$ cat src/rtl/rsl_ie_pkg.sv
// Package with types, constants and type-code helpers for the RSL element parser.
`timescale 1ns / 1ps
`default_nettype none

package rsl_ie_pkg;

    // Elements accepted per message before the rest of the message is skipped.
    localparam int unsigned MaxIes = 32;

    localparam int unsigned SDataW = 8;
    localparam int unsigned MDataW = 56;
    localparam int unsigned MUserW = 1;
    localparam int unsigned CountW = 6;

    localparam logic [7:0] TYPE_TL16V_A = 8'h30;
    localparam logic [7:0] TYPE_TL16V_B = 8'h32;
    localparam logic [7:0] LEN_CLIP_MAX = 8'd255;
    localparam logic [15:0] POS_MAX     = 16'hFFFF;

    typedef enum logic [2:0] {
        PH_TYPE     = 3'd0,
        PH_TV_VALUE = 3'd1,
        PH_LEN_HI   = 3'd2,
        PH_LEN_LO   = 3'd3,
        PH_LEN8     = 3'd4,
        PH_VALUE    = 3'd5
    } t_phase;

    typedef struct packed {
        logic              position_overflow;
        logic              truncated;
        logic [CountW-1:0] element_count;
        logic              message_end;
        logic [15:0]       value_offset;
        logic [7:0]        element_length_clipped;
        logic [15:0]       element_length;
        logic [7:0]        element_type;
        logic              element_valid;
    } t_result;

    // Type codes whose value is a single byte with no length field.
    function automatic logic is_tv_type(input logic [7:0] t);
        logic r;
        case (t)
            8'h11, 8'h12, 8'h21, 8'h24, 8'h25, 8'h26, 8'h28, 8'h29,
            8'h2d, 8'h2e, 8'h31, 8'h33, 8'h36, 8'h37, 8'h38: r = 1'b1;
            default: r = 1'b0;
        endcase
        return r;
    endfunction

    function automatic logic is_tl16v_type(input logic [7:0] t);
        return (t == TYPE_TL16V_A) || (t == TYPE_TL16V_B);
    endfunction

endpackage

`default_nettype wire

$ cat src/rtl/rsl_ie_tlv_parser_unit.sv
// Top level of the RSL information element parser: byte stream in, element reports out.
//
//  channel   | dir | tdata                                   | tuser         | tlast
//  ----------+-----+-----------------------------------------+---------------+-------------
//  s (bytes) | in  | [7:0] payload byte                      | -             | last byte
//  m (items) | out | type, length, clipped length, offset,   | element valid | message end
//            |     | count, truncated, position overflow     |               |
//
// Each byte is parsed in the cycle it is accepted. Results go to the single result register;
// a second skid register takes one result while the output is held, so input keeps flowing
// at one byte per cycle until the skid register is full.
// o_s_tready drops only while the skid register holds a result.
// Reset (synchronous, active low) returns the parser to expecting a type byte.
`timescale 1ns / 1ps
`default_nettype none

module rsl_ie_tlv_parser_unit (
    input  wire logic                             i_clk,
    input  wire logic                             i_rst_n,
    input  wire logic                             i_s_tvalid,
    output logic                                  o_s_tready,
    input  wire logic [rsl_ie_pkg::SDataW-1:0]    i_s_tdata,   // [7:0] payload_byte
    input  wire logic                             i_s_tlast,   // last_byte
    output logic                                  o_m_tvalid,
    input  wire logic                             i_m_tready,
    // [7:0] element_type, [23:8] element_length, [31:24] element_length_clipped,
    // [47:32] value_offset, [53:48] element_count, [54] truncated,
    // [55] position_overflow
    output logic      [rsl_ie_pkg::MDataW-1:0]    o_m_tdata,
    output logic      [rsl_ie_pkg::MUserW-1:0]    o_m_tuser,   // [0] element_valid
    output logic                                  o_m_tlast    // message_end
);

    import rsl_ie_pkg::*;

    t_phase            r_phase, n_phase;
    logic [7:0]        r_type, n_type;
    logic [15:0]       r_len, n_len;
    logic [15:0]       r_remain, n_remain;
    logic [15:0]       r_vstart, n_vstart;
    logic [15:0]       r_pos, n_pos;
    logic [CountW-1:0] r_found, n_found;
    logic              r_stopped, n_stopped;
    logic              r_ovf, n_ovf;

    t_result           r_out, r_skid, res;
    logic              r_out_valid, r_skid_valid;

    logic              s_accept, m_take, produce;
    logic              emit;
    logic [15:0]       e_len;
    logic [15:0]       len_now;
    logic [15:0]       remain_dec;
    logic [CountW-1:0] found_inc;
    logic [7:0]        b;

    assign b          = i_s_tdata;
    assign o_s_tready = !r_skid_valid;
    assign s_accept   = i_s_tvalid && o_s_tready;
    assign m_take     = r_out_valid && i_m_tready;
    assign remain_dec = r_remain - 16'd1;
    assign found_inc  = r_found + CountW'(1);
    assign len_now    = (r_phase == PH_LEN_LO) ? {r_len[15:8], b} : {8'd0, b};

    // Next parse phase.
    always_comb begin
        n_phase = r_phase;
        if (!r_stopped) begin
            case (r_phase)
                PH_TV_VALUE: n_phase = PH_TYPE;
                PH_LEN_HI:   n_phase = PH_LEN_LO;
                PH_LEN_LO, PH_LEN8: begin
                    n_phase = (len_now == 16'd0) ? PH_TYPE : PH_VALUE;
                end
                PH_VALUE: begin
                    if (remain_dec == 16'd0) n_phase = PH_TYPE;
                end
                default: begin
                    if (is_tv_type(b))         n_phase = PH_TV_VALUE;
                    else if (is_tl16v_type(b)) n_phase = PH_LEN_HI;
                    else                       n_phase = PH_LEN8;
                end
            endcase
        end
    end

    // Datapath updates and element detection.
    always_comb begin
        n_type    = r_type;
        n_len     = r_len;
        n_remain  = r_remain;
        n_vstart  = r_vstart;
        n_found   = r_found;
        n_stopped = r_stopped;
        emit      = 1'b0;
        e_len     = 16'd0;
        n_ovf     = r_ovf || (r_pos == POS_MAX);
        n_pos     = (r_pos == POS_MAX) ? POS_MAX : r_pos + 16'd1;
        if (!r_stopped) begin
            case (r_phase)
                PH_TV_VALUE: begin
                    n_vstart = r_pos;
                    e_len    = 16'd1;
                    emit     = 1'b1;
                end
                PH_LEN_HI: n_len = {b, 8'd0};
                PH_LEN_LO, PH_LEN8: begin
                    n_len    = len_now;
                    n_vstart = n_pos;
                    if (len_now == 16'd0) emit = 1'b1;
                    else                  n_remain = len_now;
                end
                PH_VALUE: begin
                    n_remain = remain_dec;
                    if (remain_dec == 16'd0) begin
                        e_len = r_len;
                        emit  = 1'b1;
                    end
                end
                default: n_type = b;
            endcase
            if (emit) begin
                n_found = found_inc;
                if (32'(found_inc) >= MaxIes) n_stopped = 1'b1;
            end
        end
    end

    // Result assembled for the byte being accepted.
    always_comb begin
        res.element_valid          = emit;
        res.element_type           = emit ? r_type : 8'd0;
        res.element_length         = e_len;
        res.element_length_clipped = (e_len[15:8] != 8'd0) ? LEN_CLIP_MAX : e_len[7:0];
        res.value_offset           = emit ? n_vstart : 16'd0;
        res.message_end            = i_s_tlast;
        res.element_count          = n_found;
        res.truncated              = i_s_tlast && !n_stopped && (n_phase != PH_TYPE);
        res.position_overflow      = n_ovf;
    end

    assign produce = s_accept && (emit || i_s_tlast);

    always_ff @(posedge i_clk) begin
        if (!i_rst_n) begin
            r_phase   <= PH_TYPE;
            r_type    <= 8'd0;
            r_len     <= 16'd0;
            r_remain  <= 16'd0;
            r_vstart  <= 16'd0;
            r_pos     <= 16'd0;
            r_found   <= '0;
            r_stopped <= 1'b0;
            r_ovf     <= 1'b0;
        end else if (s_accept) begin
            if (i_s_tlast) begin
                r_phase   <= PH_TYPE;
                r_type    <= 8'd0;
                r_len     <= 16'd0;
                r_remain  <= 16'd0;
                r_vstart  <= 16'd0;
                r_pos     <= 16'd0;
                r_found   <= '0;
                r_stopped <= 1'b0;
                r_ovf     <= 1'b0;
            end else begin
                r_phase   <= n_phase;
                r_type    <= n_type;
                r_len     <= n_len;
                r_remain  <= n_remain;
                r_vstart  <= n_vstart;
                r_pos     <= n_pos;
                r_found   <= n_found;
                r_stopped <= n_stopped;
                r_ovf     <= n_ovf;
            end
        end
    end

    // Output register with a skid register behind it.
    always_ff @(posedge i_clk) begin
        if (!i_rst_n) begin
            r_out_valid  <= 1'b0;
            r_skid_valid <= 1'b0;
        end else if (m_take || !r_out_valid) begin
            if (r_skid_valid) begin
                r_out_valid  <= 1'b1;
                r_skid_valid <= 1'b0;
            end else begin
                r_out_valid <= produce;
            end
        end else if (produce) begin
            r_skid_valid <= 1'b1;
        end
    end

    always_ff @(posedge i_clk) begin
        if (m_take || !r_out_valid) begin
            r_out <= r_skid_valid ? r_skid : res;
        end else if (produce) begin
            r_skid <= res;
        end
    end

    assign o_m_tvalid = r_out_valid;
    assign o_m_tuser  = r_out.element_valid;
    assign o_m_tlast  = r_out.message_end;
    assign o_m_tdata  = {r_out.position_overflow, r_out.truncated, r_out.element_count,
                         r_out.value_offset, r_out.element_length_clipped,
                         r_out.element_length, r_out.element_type};

    // The skid register is only filled behind a held output.
    a_skid_behind_out: assert property (@(posedge i_clk) disable iff (!i_rst_n)
        r_skid_valid |-> r_out_valid)
        else $error("skid register holds a result while the output is empty");

    // The element count never passes the per-message limit.
    a_count_limit: assert property (@(posedge i_clk) disable iff (!i_rst_n)
        32'(r_found) <= MaxIes)
        else $error("element count exceeds the limit");

    // A result without an element only reports the end of a message.
    a_empty_only_at_end: assert property (@(posedge i_clk) disable iff (!i_rst_n)
        (o_m_tvalid && !o_m_tuser[0]) |-> o_m_tlast)
        else $error("result without element outside message end");

    // Once stopped, the parser stays stopped until the message ends.
    a_stop_holds: assert property (@(posedge i_clk) disable iff (!i_rst_n)
        (r_stopped && !(s_accept && i_s_tlast)) |=> r_stopped)
        else $error("parser left the stopped state inside a message");

endmodule

`default_nettype wire
$ cat config.mk
export PLATFORM = sky130hd
export DESIGN_NAME = rsl_ie_tlv_parser_unit
export DESIGN_NICKNAME = d
export VERILOG_FILES = /design/src/rtl/rsl_ie_pkg.sv /design/src/rtl/rsl_ie_tlv_parser_unit.sv
export SDC_FILE = /design/constraint.sdc
export NUM_CORES = 1
export LEC_CHECK = 0
export ABC_AREA = 1
export BUFFER_PORTS_ARGS = -buffer_cell sky130_fd_sc_hd__buf_4
export CAP_MARGIN = 20
export CORE_MARGIN = 1
export CORE_UTILIZATION = 41
export CTS_BUF_LIST = sky130_fd_sc_hd__clkbuf_4 sky130_fd_sc_hd__clkbuf_8
export DETAILED_ROUTE_END_ITERATION = 8
export SLEW_MARGIN = 40
export SYNTH_ARGS = -nofsm -noshare
export SYNTH_HDL_FRONTEND = slang
export SYNTH_SLANG_ARGS = --single-unit
$ cat constraint.sdc
create_clock -name i_clk -period 5.61 [get_ports i_clk]
set_input_delay 0.561 -clock i_clk [delete_from_list [all_inputs] [get_ports i_clk]]
set_output_delay 0.561 -clock i_clk [all_outputs]
set_load 0.05 [all_outputs]
After elaboration in Yosys (flattened, before gate mapping)
Memory sizes are Yosys's and may differ from the RTL's.
Index checks and enable logic that the tools add are counted.
Widths: inputs -> output; s select.
{"block": "totals", "reg_bits": 201, "rom_bits": 64, "input_bits": 13, "output_inout_bits": 60, "wordCells": 120, "n_memories": 1}
{"memory": "(name not given)", "depth": 64, "width": 1, "rd": 1, "rd_ports_with_merged_regs": 0, "write_ports": 0, "line": "rsl_ie_pkg.sv:44", "text": "case (t)"}
{"block": "op_classes", "n_addsub": 3, "order_cmp": 1, "n_eq_ne": 11, "muxes": 47, "n_bitwise": 2, "reduce_logical": 26}
{"op": "$mux 16", "n": 13}
{"op": "$pmux 16 s2", "n": 4}
{"op": "$mux 58", "n": 1}
{"op": "$mux 8", "n": 5}
{"op": "$logic_not 16->1", "n": 2}
{"op": "$mux 3", "n": 6}
{"op": "$mux 6", "n": 3}
{"op": "$add 16x1->16 const B", "n": 1}
{"op": "$eq 16x16->1 const B", "n": 1}
{"op": "$eq 8x6->1 const B", "n": 2}
{"op": "$sub 16x1->16 const B", "n": 1}
{"op": "$mux 1", "n": 13}
{"op": "$pmux 3 s4", "n": 1}
{"op": "$reduce_bool 3->1", "n": 3}
{"op": "$reduce_bool 8->1", "n": 1}
{"op": "$add 6x1->6 const B", "n": 1}
{"op": "$eq 3x2->1 const B", "n": 2}
{"op": "$eq 3x3->1 const B", "n": 2}
{"op": "$ge 6x6->1 const B", "n": 1}
{"op": "$reduce_and 3->1", "n": 2}
{"op": "$logic_and 1x1->1", "n": 5}
{"op": "$reduce_or 5->1", "n": 1}
{"op": "$logic_or 1x1->1", "n": 4}
{"op": "$reduce_and 4->1", "n": 1}
{"op": "other kinds (10)", "n": 14}

Longest topological paths before layout
Gate-level depths: netlist (run 1).
{"block": "depth", "ltp_word": 12, "ltp_mapped": 19, "mapped_depth_nobuf": 18}

Worst setup path before layout (run 1)
No wires, ideal clock.
{"block": "synth_path", "path_type": "register to register", "from": "reg r_remain[0]", "to": "reg r_skid[0] (netlist name), enable pin", "setup_ps": 474, "arrival_ps": 4308, "t_required_ps": 5136, "slack_ps": 828, "stages_incl_launch_ff": 18, "n_path_buf": 1, "path_cell_list": "dfxtp_1 inv_1 ha_1 nand2_1 nor2_2 nand2_1 nand2_1 nand2_1 nor2_1 nand2_1 nor2_2 nand3_2 nand2_4 nand2_4 buf_6 nand2_1 nand2_1 nor2_1"}
{"block": "synth_between", "elab_chain_cells": 9}
{"element": "start, declared", "line": "rsl_ie_tlv_parser_unit.sv:39", "text": "logic [15:0] r_remain, n_remain;"}
{"element": "start signal, assigned", "line": "rsl_ie_tlv_parser_unit.sv:170", "text": "r_remain <= n_remain;"}
{"element": "$sub 16x1->16", "line": "rsl_ie_tlv_parser_unit.sv:61", "text": "assign remain_dec = r_remain - 16'd1;"}
{"element": "$logic_not 16->1", "line": "rsl_ie_tlv_parser_unit.sv:115", "text": "if (remain_dec == 16'd0) begin"}
{"element": "$mux 1", "line": "rsl_ie_tlv_parser_unit.sv:115"}
{"element": "$pmux 1 s3", "line": "rsl_ie_tlv_parser_unit.sv:100", "text": "case (r_phase)"}
{"element": "$mux 1 (2 in a row)", "line": "rsl_ie_tlv_parser_unit.sv:99", "text": "if (!r_stopped) begin"}
{"element": "$logic_or 1x1->1", "line": "rsl_ie_tlv_parser_unit.sv:142", "text": "assign produce = s_accept && (emit || i_s_tlast);"}
{"element": "$logic_and 1x1->1", "line": "rsl_ie_tlv_parser_unit.sv:142"}
{"element": "$reduce_and 2->1 (no source line)"}
{"element": "end signal, assigned", "line": "rsl_ie_tlv_parser_unit.sv:201", "text": "r_skid <= res;"}
{"element": "end, declared", "line": "rsl_ie_tlv_parser_unit.sv:46", "text": "t_result r_out, r_skid, res;"}
Every way passes these cells. The select of a mux whose other input is x is not followed.
A chain may end at the register's enable or synchronous reset.

Final worst setup path (run 1)
{"block": "layout_path", "from": "reg r_remain[0]", "to": "reg r_skid[46] (netlist name), enable pin"}
Same word-level chain as after synthesis.

==> results of run 1 <==
[sequential cells by signal, summed over array words and instances (netlist names), 3 cells and up]
signal / count
o_m_tdata: 56
r_found: 6
r_len: 16
r_phase: 3
r_pos: 16
r_remain: 16
r_skid: 58
r_type: 8
r_vstart: 16
[logic make-up after synthesis]
logic type,count (synthesis),share of synthesized area [%]
AND/OR/NAND/NOR,539,23.2
AO/OA/AOI/OAI,237,14.0
flip-flops,201,54.0
buffers and inverters,168,6.96
XOR/XNOR,11,1.00
adder cells (fa/ha/maj),6,0.782
[final cells by class]
cell class | instances | area share [%]
clock buffer | 54 | 5.91
timing repair buffer | 83 | 5.62
tap | 313 | 3.53
multi-input combinational | 793 | 33.9
inverter | 114 | 3.91
clock inverter | 9 | 0.417
sequential | 201 | 46.7
[per-stage QoR]
stage	total power [mW]	utilization, %
after floorplan	1.96	-
after global placement	2.07	45.6
after detailed placement	2.07	45.6
after CTS	3.41	48.7
after global routing	3.52	48.7
final	3.38	48.7
[worst min-delay path, cell delays in order]
cell	delay, ns
sky130_fd_sc_hd__buf_4	0.14
sky130_fd_sc_hd__nand3_1	0.08
sky130_fd_sc_hd__a21oi_1	0.06
[cells in the mapped netlist, drive strengths merged (2+ instances only)]
master,number
nand2,328
nand4,10
o211ai,4
nand3,56
nor2,120
dfxtp,85
a21oi,123
xnor2,2
and2,3
o21a,10
inv,108
edfxtp,116
nor3,8
o41ai,2
ha,6
a211oi,16
clkinv,6
xor2,9
o21ai,72
or2,10
o31ai,2
buf,13
a31oi,6
clkbuf,41
[routing by layer]
metal | routed length (um) | share of wire [%] | global-route usage (%)
met5 | 0 | 0 | 0
met4 | 382 | 1.7 | 5.94
met3 | 1050 | 4.6 | 3.31
met2 | 9920 | 44 | 28.5
met1 | 11400 | 50 | 28.0
[worst min path at each step]
stage | start | to | slack [ns] | cells after the start
finish | i_s_tdata[6] | r_len[6] | 0.37 | 3
global route | i_s_tdata[6] | r_len[6] | 0.36 | 3
CTS | i_s_tdata[6] | r_len[6] | 0.34 | 3
detailed placement | r_type[6] | r_type[6] | 0.45 | 2
global placement | r_vstart[9] | r_vstart[9] | 0.45 | 2
floorplan | r_type[0] | r_type[0] | 0.44 | 2
[power groups by stage]
stage | Combinational [mW] | Sequential (mW) | Clock (mW)
2_1_floorplan | 0.212 | 1.74 | 0
3_3_place_gp | 0.406 | 1.66 | 0
3_5_place_dp | 0.409 | 1.66 | 0
6_report | 0.410 | 1.63 | 1.33
5_1_grt | 0.450 | 1.64 | 1.43
4_1_cts | 0.410 | 1.63 | 1.37
==> metrics.csv, run 1 <==
stage;metric;value;unit
run_status;outcome;completed;
placement;HPWL reported at the end of detailed placement;15.3;mm
worst_setup_path;data arrival time of the critical path;3.91;ns
sta;minimum setup slack in the final design;1.88;ns
sta;shortest clock period the worst path allows after layout;3.73;ns
logic_synthesis;netlist area before placement;9600;um^2
finish;most frequent standard cell in the layout excluding fill and tap cells;sky130_fd_sc_hd__nand2_1;
routing;wirelength, routed;22.8;mm
floorplan;die extent in y;155;um
clocking;number of gates given a new drive strength after cts;0;
clocking;root buffer cell;sky130_fd_sc_hd__clkbuf_8;
placement;Placed Area;10400;um^2
global_routing;overall fraction of global-route tracks in use;19.1;%
clocking;CTS Hold Buffers Added;0;
logic_synthesis;Yosys top cell area share;36.3;%
worst_setup_path;cell-by-cell trace of the critical path;inv_1, ha_1, nand2_1, nor2_2, nand2_1, nand2_1, nand2_1, nor2_1, nand2_1, nor2_2, nand3_2, nand2_4, nand2_4, nand2_1, nand2_1, nor2_4, buf_4;
floorplan;cell row count;55;
power_and_ir_drop;net switching share of the total power;27.0;%
routing;Final ANT Viol Nets;0;
finish;number of antenna cells inserted;0;
sta;final setup skew;0.0241;ns
routing;routed wire length per instance;14.5;um
clocking;CTS clock-pin slew for the worst setup and hold paths;0.06;ns
sta;RSZ-0062 raised after global routing;false;
finish;post-layout net count;1247;
power_and_ir_drop;worst vdd rail ir drop;0.112;mV
finish;filler cell count in the final layout;2192;
global_routing;number of global-route vias before repair;7032;
routing;violation count after the first detailed-routing iteration;680;
worst_setup_path;WP depth;17;
power_and_ir_drop;proportion of power drawn by combinational gates;12.1;%
power_and_ir_drop;portion of total power attributed to the clock network;39.5;%
floorplan;I/O pin total;73;
clocking;number of buffers inserted to repair setup after CTS;0;
sta;max-slew violation total from the final report;0;
sta;Tightest Pin Transition;0.793;ns
worst_setup_path;CP Launch Point;r_remain[0];
power_and_ir_drop;internal power summed over all cells;2.47;mW
worst_setup_path;nature of the critical path endpoint;register;
clocking;count of clock tree sinks;201;
global_routing;overflow left after global routing;0;
power_and_ir_drop;leakage dissipation;4.47;nW
logic_synthesis;async set-or-reset flop fraction in the synthesized netlist;0;%
finish;area of all placed cells without fillers;11100;um^2
worst_setup_path;worst setup path class;register to register;
worst_setup_path;WP data required;5.79;ns
worst_setup_path;critical path capture point;r_skid[46];
routing;number of vias per cell;4.96;
finish;Final Non-Filler Cells;1567;
logic_synthesis;Syn Inst Count;1162;
clocking;H-tree levels;2;
worst_setup_path;Critical path buffers and inverters;2;
logic_synthesis;Distinct cells, synth;44;
logic_synthesis;cell type with the largest total area after synthesis;sky130_fd_sc_hd__edfxtp_1;
floorplan;standard cell core area;22800;um^2
sta;final hold vios;0;
finish;share of final-layout standard cells stronger than drive strength 1;15.0;%
finish;area growth from synthesis to layout;15.6;%
logic_synthesis;Mapped Avg Cell Area;8.26;um^2
sta;maximum clock frequency;0.268;GHz
worst_setup_path;kind of cell adding the most delay to the critical path;simple AND/OR/NAND/NOR gates;
sta;crit share post-route;66.4;%
placement;number of cells in the design after placement;1504;
logic_synthesis;total nets after synthesis;1181;
placement;minimum setup slack after placement;1.88;ns
logic_synthesis;cells taking the most area after synthesis;sky130_fd_sc_hd__edfxtp_1, sky130_fd_sc_hd__dfxtp_1, sky130_fd_sc_hd__nand2_1;
sta;tightest slew margin relative to the limit;46.5;%
logic_synthesis;part of the Yosys area used for sequential elements;54.0;%
sta;# setup viols final;0;
clocking;TritonCTS clock tree;done;
logic_synthesis;Post-synth EDFFs;116;
routing;drt first pass iters;6;
power_and_ir_drop;switching power summed over all nets;0.911;mW
worst_setup_path;Worst Setup Start Kind;register;
worst_setup_path;cell with the largest stage delay on the worst path;sky130_fd_sc_hd__nor2_4;
clocking;maximum clock path buffer count;3;
sta;Hold Slack;0.372;ns
clocking;number of buffers created by CTS;35;
finish;most frequent cells in the layout;sky130_fd_sc_hd__nand2_1, sky130_fd_sc_hd__a21oi_1, sky130_fd_sc_hd__edfxtp_1, sky130_fd_sc_hd__nor2_1, sky130_fd_sc_hd__inv_1;
finish;sequential standard cell area;5180;um^2
worst_setup_path;highest cell delay on the worst timing path;0.47;ns
worst_setup_path;launching point of the worst reg2reg path;r_remain[0];
sta;total negative setup slack;0;ns
routing;via count;7766;
logic_synthesis;flip-flop cell with the highest count after synthesis;sky130_fd_sc_hd__edfxtp_1;
worst_setup_path;peak fanout along the critical path;30;
floorplan;horizontal extent of the die;155;um
worst_setup_path;library cell appearing most often on the critical path;sky130_fd_sc_hd__nand2_1;
logic_synthesis;post-synthesis register bit count;201;
floorplan;starting utilization of the core area;42.1;%
run;number of maximum-capacitance violations;0;
routing;residual DRC count;0;
worst_setup_path;register-to-register setup slack;1.88;ns
global_routing;wire length of the first global-routing pass;36.9;mm
global_routing;maximum number of pins on one net before global-route repair;62;
worst_setup_path;worst-case reg-to-reg path depth;17;
clocking;clk_lat worst skew;0.52;ns
worst_hold_path;class of the worst hold path;input port to register;
placement;buffers added on ports;72;
logic_synthesis;number of warning messages in the yosys log;0;
placement;Routability Congestion;0.866;
worst_setup_path;Reg-to-Reg End;r_skid[46];
power_and_ir_drop;share of power burned in registers;48.3;%
global_routing;number of antenna violations at the first check in global routing;0;
finish;area occupied by multi-input gates;3760;um^2
power_and_ir_drop;PwrDens;304;nW/um^2
floorplan;die area;24000;um^2
(Power assumes the default switching activity.)
==> run 2, diff against run 1 <==
ABC_AREA = 0   (was 1)
clock period = 3.1 ns   (was 5.61 ns; I/O delays follow)
==> run 2 against run 1 <==
  * Wire length rose by 12%
  * Die area fell by 0.17%
  * Register-to-register slack got worse by 1.8 ns
  * Largest power group unchanged
  * Fmax rose by 23%
==> metrics.csv, run 2 <==
stage;metric;value;unit;change
logic_synthesis;async set-or-reset flop fraction in the synthesized netlist;0;%;unchanged
worst_setup_path;worst setup path class;register to register;;
worst_hold_path;Min-Delay Startpoint;i_s_tdata[0];;
finish;post-layout net count;1091;;-13%
sta;final setup skew;0.0272;ns;+0.00309 ns
routing;via count;7809;;+0.55%
routing;routed wire length per instance;18.0;um;+24%
logic_synthesis;Post-synth EDFFs;116;;unchanged
power_and_ir_drop;net switching share of the total power;24.7;%;-2.2 points
worst_setup_path;WP data required;3.36;ns;-2.43 ns
sta;final hold vios;0;;unchanged
logic_synthesis;part of the Yosys area used for sequential elements;54.1;%;+0.092 points
routing;routed metal-1 wire length;12.4;mm;+7.9%
clocking;maximum clock path buffer count;3;;unchanged
logic_synthesis;cell type with the largest total area after synthesis;sky130_fd_sc_hd__edfxtp_1;;
worst_hold_path;end point of the worst hold path;r_len[0];;
sta;max-slew violation total from the final report;0;;unchanged
logic_synthesis;Syn Inst Count;968;;-17%
placement;HPWL reported at the end of detailed placement;16.7;mm;+9.2%
sta;maximum clock frequency;0.331;GHz;+23%
finish;filler cell count in the final layout;2043;;-6.8%
sta;Hold Slack;0.0901;ns;-0.282 ns
worst_setup_path;Reg-to-Reg End;o_m_tdata[49];;
power_and_ir_drop;PwrDens;529;nW/um^2;+74%
logic_synthesis;post-synthesis register bit count;201;;unchanged
floorplan;I/O pin total;73;;unchanged
clocking;CTS Hold Buffers Added;0;;unchanged
placement;buffers added on ports;72;;unchanged
floorplan;standard cell core area;22800;um^2;unchanged
clocking;H-tree levels;2;;unchanged
logic_synthesis;number of warning messages in the yosys log;0;;unchanged
logic_synthesis;netlist area before placement;9580;um^2;-0.17%
routing;Final ANT Viol Nets;0;;unchanged
power_and_ir_drop;internal power summed over all cells;4.65;mW;+88%
global_routing;number of global-route vias before repair;7386;;+5.0%
power_and_ir_drop;share of power burned in registers;46.9;%;-1.4 points
power_and_ir_drop;leakage dissipation;4.49;nW;+0.54%
clocking;clk_lat worst skew;0.53;ns;about the same
sta;crit share post-route;97.5;%;+31 points
floorplan;starting utilization of the core area;42.1;%;-0.071 points
worst_setup_path;register-to-register setup slack;0.08;ns;-1.80 ns
finish;flip-flop count of the largest register, all copies and words added;58;;unchanged
worst_setup_path;nature of the critical path endpoint;register;;
sta;# setup viols final;0;;unchanged
finish;most frequent cells in the layout;sky130_fd_sc_hd__buf_4, sky130_fd_sc_hd__edfxtp_1, sky130_fd_sc_hd__nor2_1, sky130_fd_sc_hd__nand2_1, sky130_fd_sc_hd__dfxtp_1;;
floorplan;horizontal extent of the die;155;um;about the same
routing;met2 wirelength from detailed routing;11.1;mm;+12%
routing;total met3 wirelength after detailed routing;1.42;mm;+36%
finish;register ranked first by flip-flop count;r_skid;;
run;number of maximum-capacitance violations;0;;unchanged
routing;drt first pass iters;5;;-1
run_status;outcome;completed;;
finish;number of antenna cells inserted;0;;unchanged
sta;tightest slew margin relative to the limit;52.2;%;+5.6 points
worst_hold_path;hold-critical path depth;3;;unchanged
routing;residual DRC count;0;;unchanged
sta;Tightest Pin Transition;0.715;ns;-0.0784 ns
finish;most frequent standard cell in the layout excluding fill and tap cells;sky130_fd_sc_hd__buf_4;;
placement;Routability Congestion;0.825;;-4.8%
clocking;root buffer cell;sky130_fd_sc_hd__clkbuf_8;;
logic_synthesis;Distinct cells, synth;62;;+41%
logic_synthesis;total nets after synthesis;987;;-16%
clocking;TritonCTS clock tree;done;;
global_routing;number of antenna violations at the first check in global routing;0;;unchanged
logic_synthesis;Mapped Avg Cell Area;9.90;um^2;+20%
finish;area growth from synthesis to layout;21.7;%;
floorplan;cell row count;55;;unchanged
global_routing;overall fraction of global-route tracks in use;21.5;%;+2.4 points
worst_setup_path;worst-case reg-to-reg path depth;8;;-9
routing;number of vias per cell;5.53;;+12%
worst_setup_path;launching point of the worst reg2reg path;r_remain[2];;
logic_synthesis;Yosys top cell area share;36.3;%;+0.062 points
power_and_ir_drop;proportion of power drawn by combinational gates;9.7;%;-2.4 points
clocking;count of clock tree sinks;201;;unchanged
finish;share of final-layout standard cells stronger than drive strength 1;22.7;%;+7.8 points
logic_synthesis;flip-flop cell with the highest count after synthesis;sky130_fd_sc_hd__edfxtp_1;;
finish;area occupied by multi-input gates;4080;um^2;+8.4%
floorplan;die area;24000;um^2;-0.17%
placement;minimum setup slack after placement;-0.0250;ns;-1.90 ns
power_and_ir_drop;worst vdd rail ir drop;0.213;mV;+91%
global_routing;overflow left after global routing;0;;unchanged
floorplan;die extent in y;155;um;about the same
logic_synthesis;cells taking the most area after synthesis;sky130_fd_sc_hd__edfxtp_1, sky130_fd_sc_hd__dfxtp_1, sky130_fd_sc_hd__nor2_1;;
sta;shortest clock period the worst path allows after layout;3.02;ns;-0.706 ns
clocking;CTS clock-pin slew for the worst setup and hold paths;0.06;ns;about the same
finish;sequential standard cell area;5190;um^2;about the same
routing;top routing layer in use;met4;;
worst_setup_path;data arrival time of the critical path;3.28;ns;-0.63 ns
worst_setup_path;peak fanout along the critical path;3;;-90%
power_and_ir_drop;portion of total power attributed to the clock network;43.4;%;+3.9 points
worst_hold_path;class of the worst hold path;input port to register;;
logic_synthesis;most used standard cell by instance count after synthesis;sky130_fd_sc_hd__edfxtp_1;;
worst_setup_path;Worst Setup Start Kind;register;;
power_and_ir_drop;switching power summed over all nets;1.53;mW;+68%
clocking;number of buffers created by CTS;35;;unchanged
routing;violation count after the first detailed-routing iteration;627;;-7.8%
routing;wirelength, routed;25.4;mm;+12%
sta;minimum setup slack in the final design;0.0784;ns;-1.80 ns
global_routing;maximum number of pins on one net before global-route repair;70;;+13%
logic_synthesis;most frequent cells after synthesis;sky130_fd_sc_hd__edfxtp_1, sky130_fd_sc_hd__nor2_1, sky130_fd_sc_hd__nand2_1, sky130_fd_sc_hd__dfxtp_1, sky130_fd_sc_hd__clkbuf_1;;
global_routing;wire length of the first global-routing pass;40.8;mm;+11%
==> run 2: timing repair <==
action | 4_1_cts | 5_1_grt
cloned | 0 | 0
pin swaps | 0 | 1
endpoints found under the hold margin | 0 | 0
gates resized for setup | 1 | 9
setup endpoints to repair | 54 | 82
buffers inserted | 0 | 5
==> run 2: layout make-up <==
class | count | share of cell area [%]
clock inverter | 12 | 1.16
tap | 313 | 3.36
inverter | 25 | 0.805
sequential | 201 | 44.5
clock buffer | 52 | 5.55
multi-input combinational | 667 | 35.0
timing repair buffer | 142 | 9.70
==> run 2: stage by stage <==
stage	total power [mW]	setup TNS, ns	util (%)	std cells	instance area, um^2
2_1_floorplan	3.33	-223.53	-	968	9630
4_1_cts	6.23	0	50.8	1407	11600
3_3_place_gp	3.54	0	47.4	1343	10800
5_1_grt	6.41	-0.0123	51.2	1412	11700
3_5_place_dp	3.54	-0.451	47.4	1343	10800
6_report	6.17	0	51.2	1412	11700
==> run 2: cells by family after synthesis <==
| kind of cell | count (synthesis) | synth area share (%) |
|---|---|---|
| AOI/OAI and AO/OA | 250 | 17.6 |
| adders and majority gates | 6 | 0.783 |
| DFF | 201 | 54.1 |
| xor gates and xnor gates | 17 | 1.55 |
| buffers and inverters | 100 | 4.10 |
| and+or+nand+nor | 369 | 18.9 |
| muxes | 25 | 2.91 |
==> run 2: layer usage <==
layer  GRT usage, %  vias up
met3           3.96       43
met4           7.45        0
met5              0        -
met1           31.2     3690
li1               -     3818
met2           32.2      258
==> run 2: power by group through the flow <==
stage	Combinational [mW]	Sequential [mW]	Clock, mW
detailed placement	0.589	2.95	0
finish	0.598	2.90	2.68
CTS	0.590	2.90	2.74
floorplan	0.261	3.07	0
global placement	0.584	2.95	0
global route	0.643	2.90	2.87
==> run 2: worst max-delay path: stages (launching register included) <==
cell	delay [ns]
sky130_fd_sc_hd__dfxtp_2	0.32
sky130_fd_sc_hd__or4_4	0.54
sky130_fd_sc_hd__or3_4	0.41
sky130_fd_sc_hd__o31a_1	0.29
sky130_fd_sc_hd__a2111oi_4	0.28
sky130_fd_sc_hd__a31oi_2	0.20
sky130_fd_sc_hd__inv_2	0.15
sky130_fd_sc_hd__mux2_4	0.31
sky130_fd_sc_hd__mux2_4	0.25
==> run 2: how the worst max path moves through the flow <==
| stage | start | endpoint | slack (ns) |
|---|---|---|---|
| 6_report | r_remain[2] | o_m_tdata[49] | 0.08 |
| 5_1_grt | r_remain[2] | r_found[3] | -0.006 |
| 4_1_cts | r_remain[2] | o_m_tdata[52] | 0.003 |
| 2_1_floorplan | r_remain[2] | r_skid[0] | -3.79 |
| 3_5_place_dp | r_remain[2] | r_skid[1] | -0.03 |
| 3_3_place_gp | r_remain[2] | r_skid[1] | 0.007 |
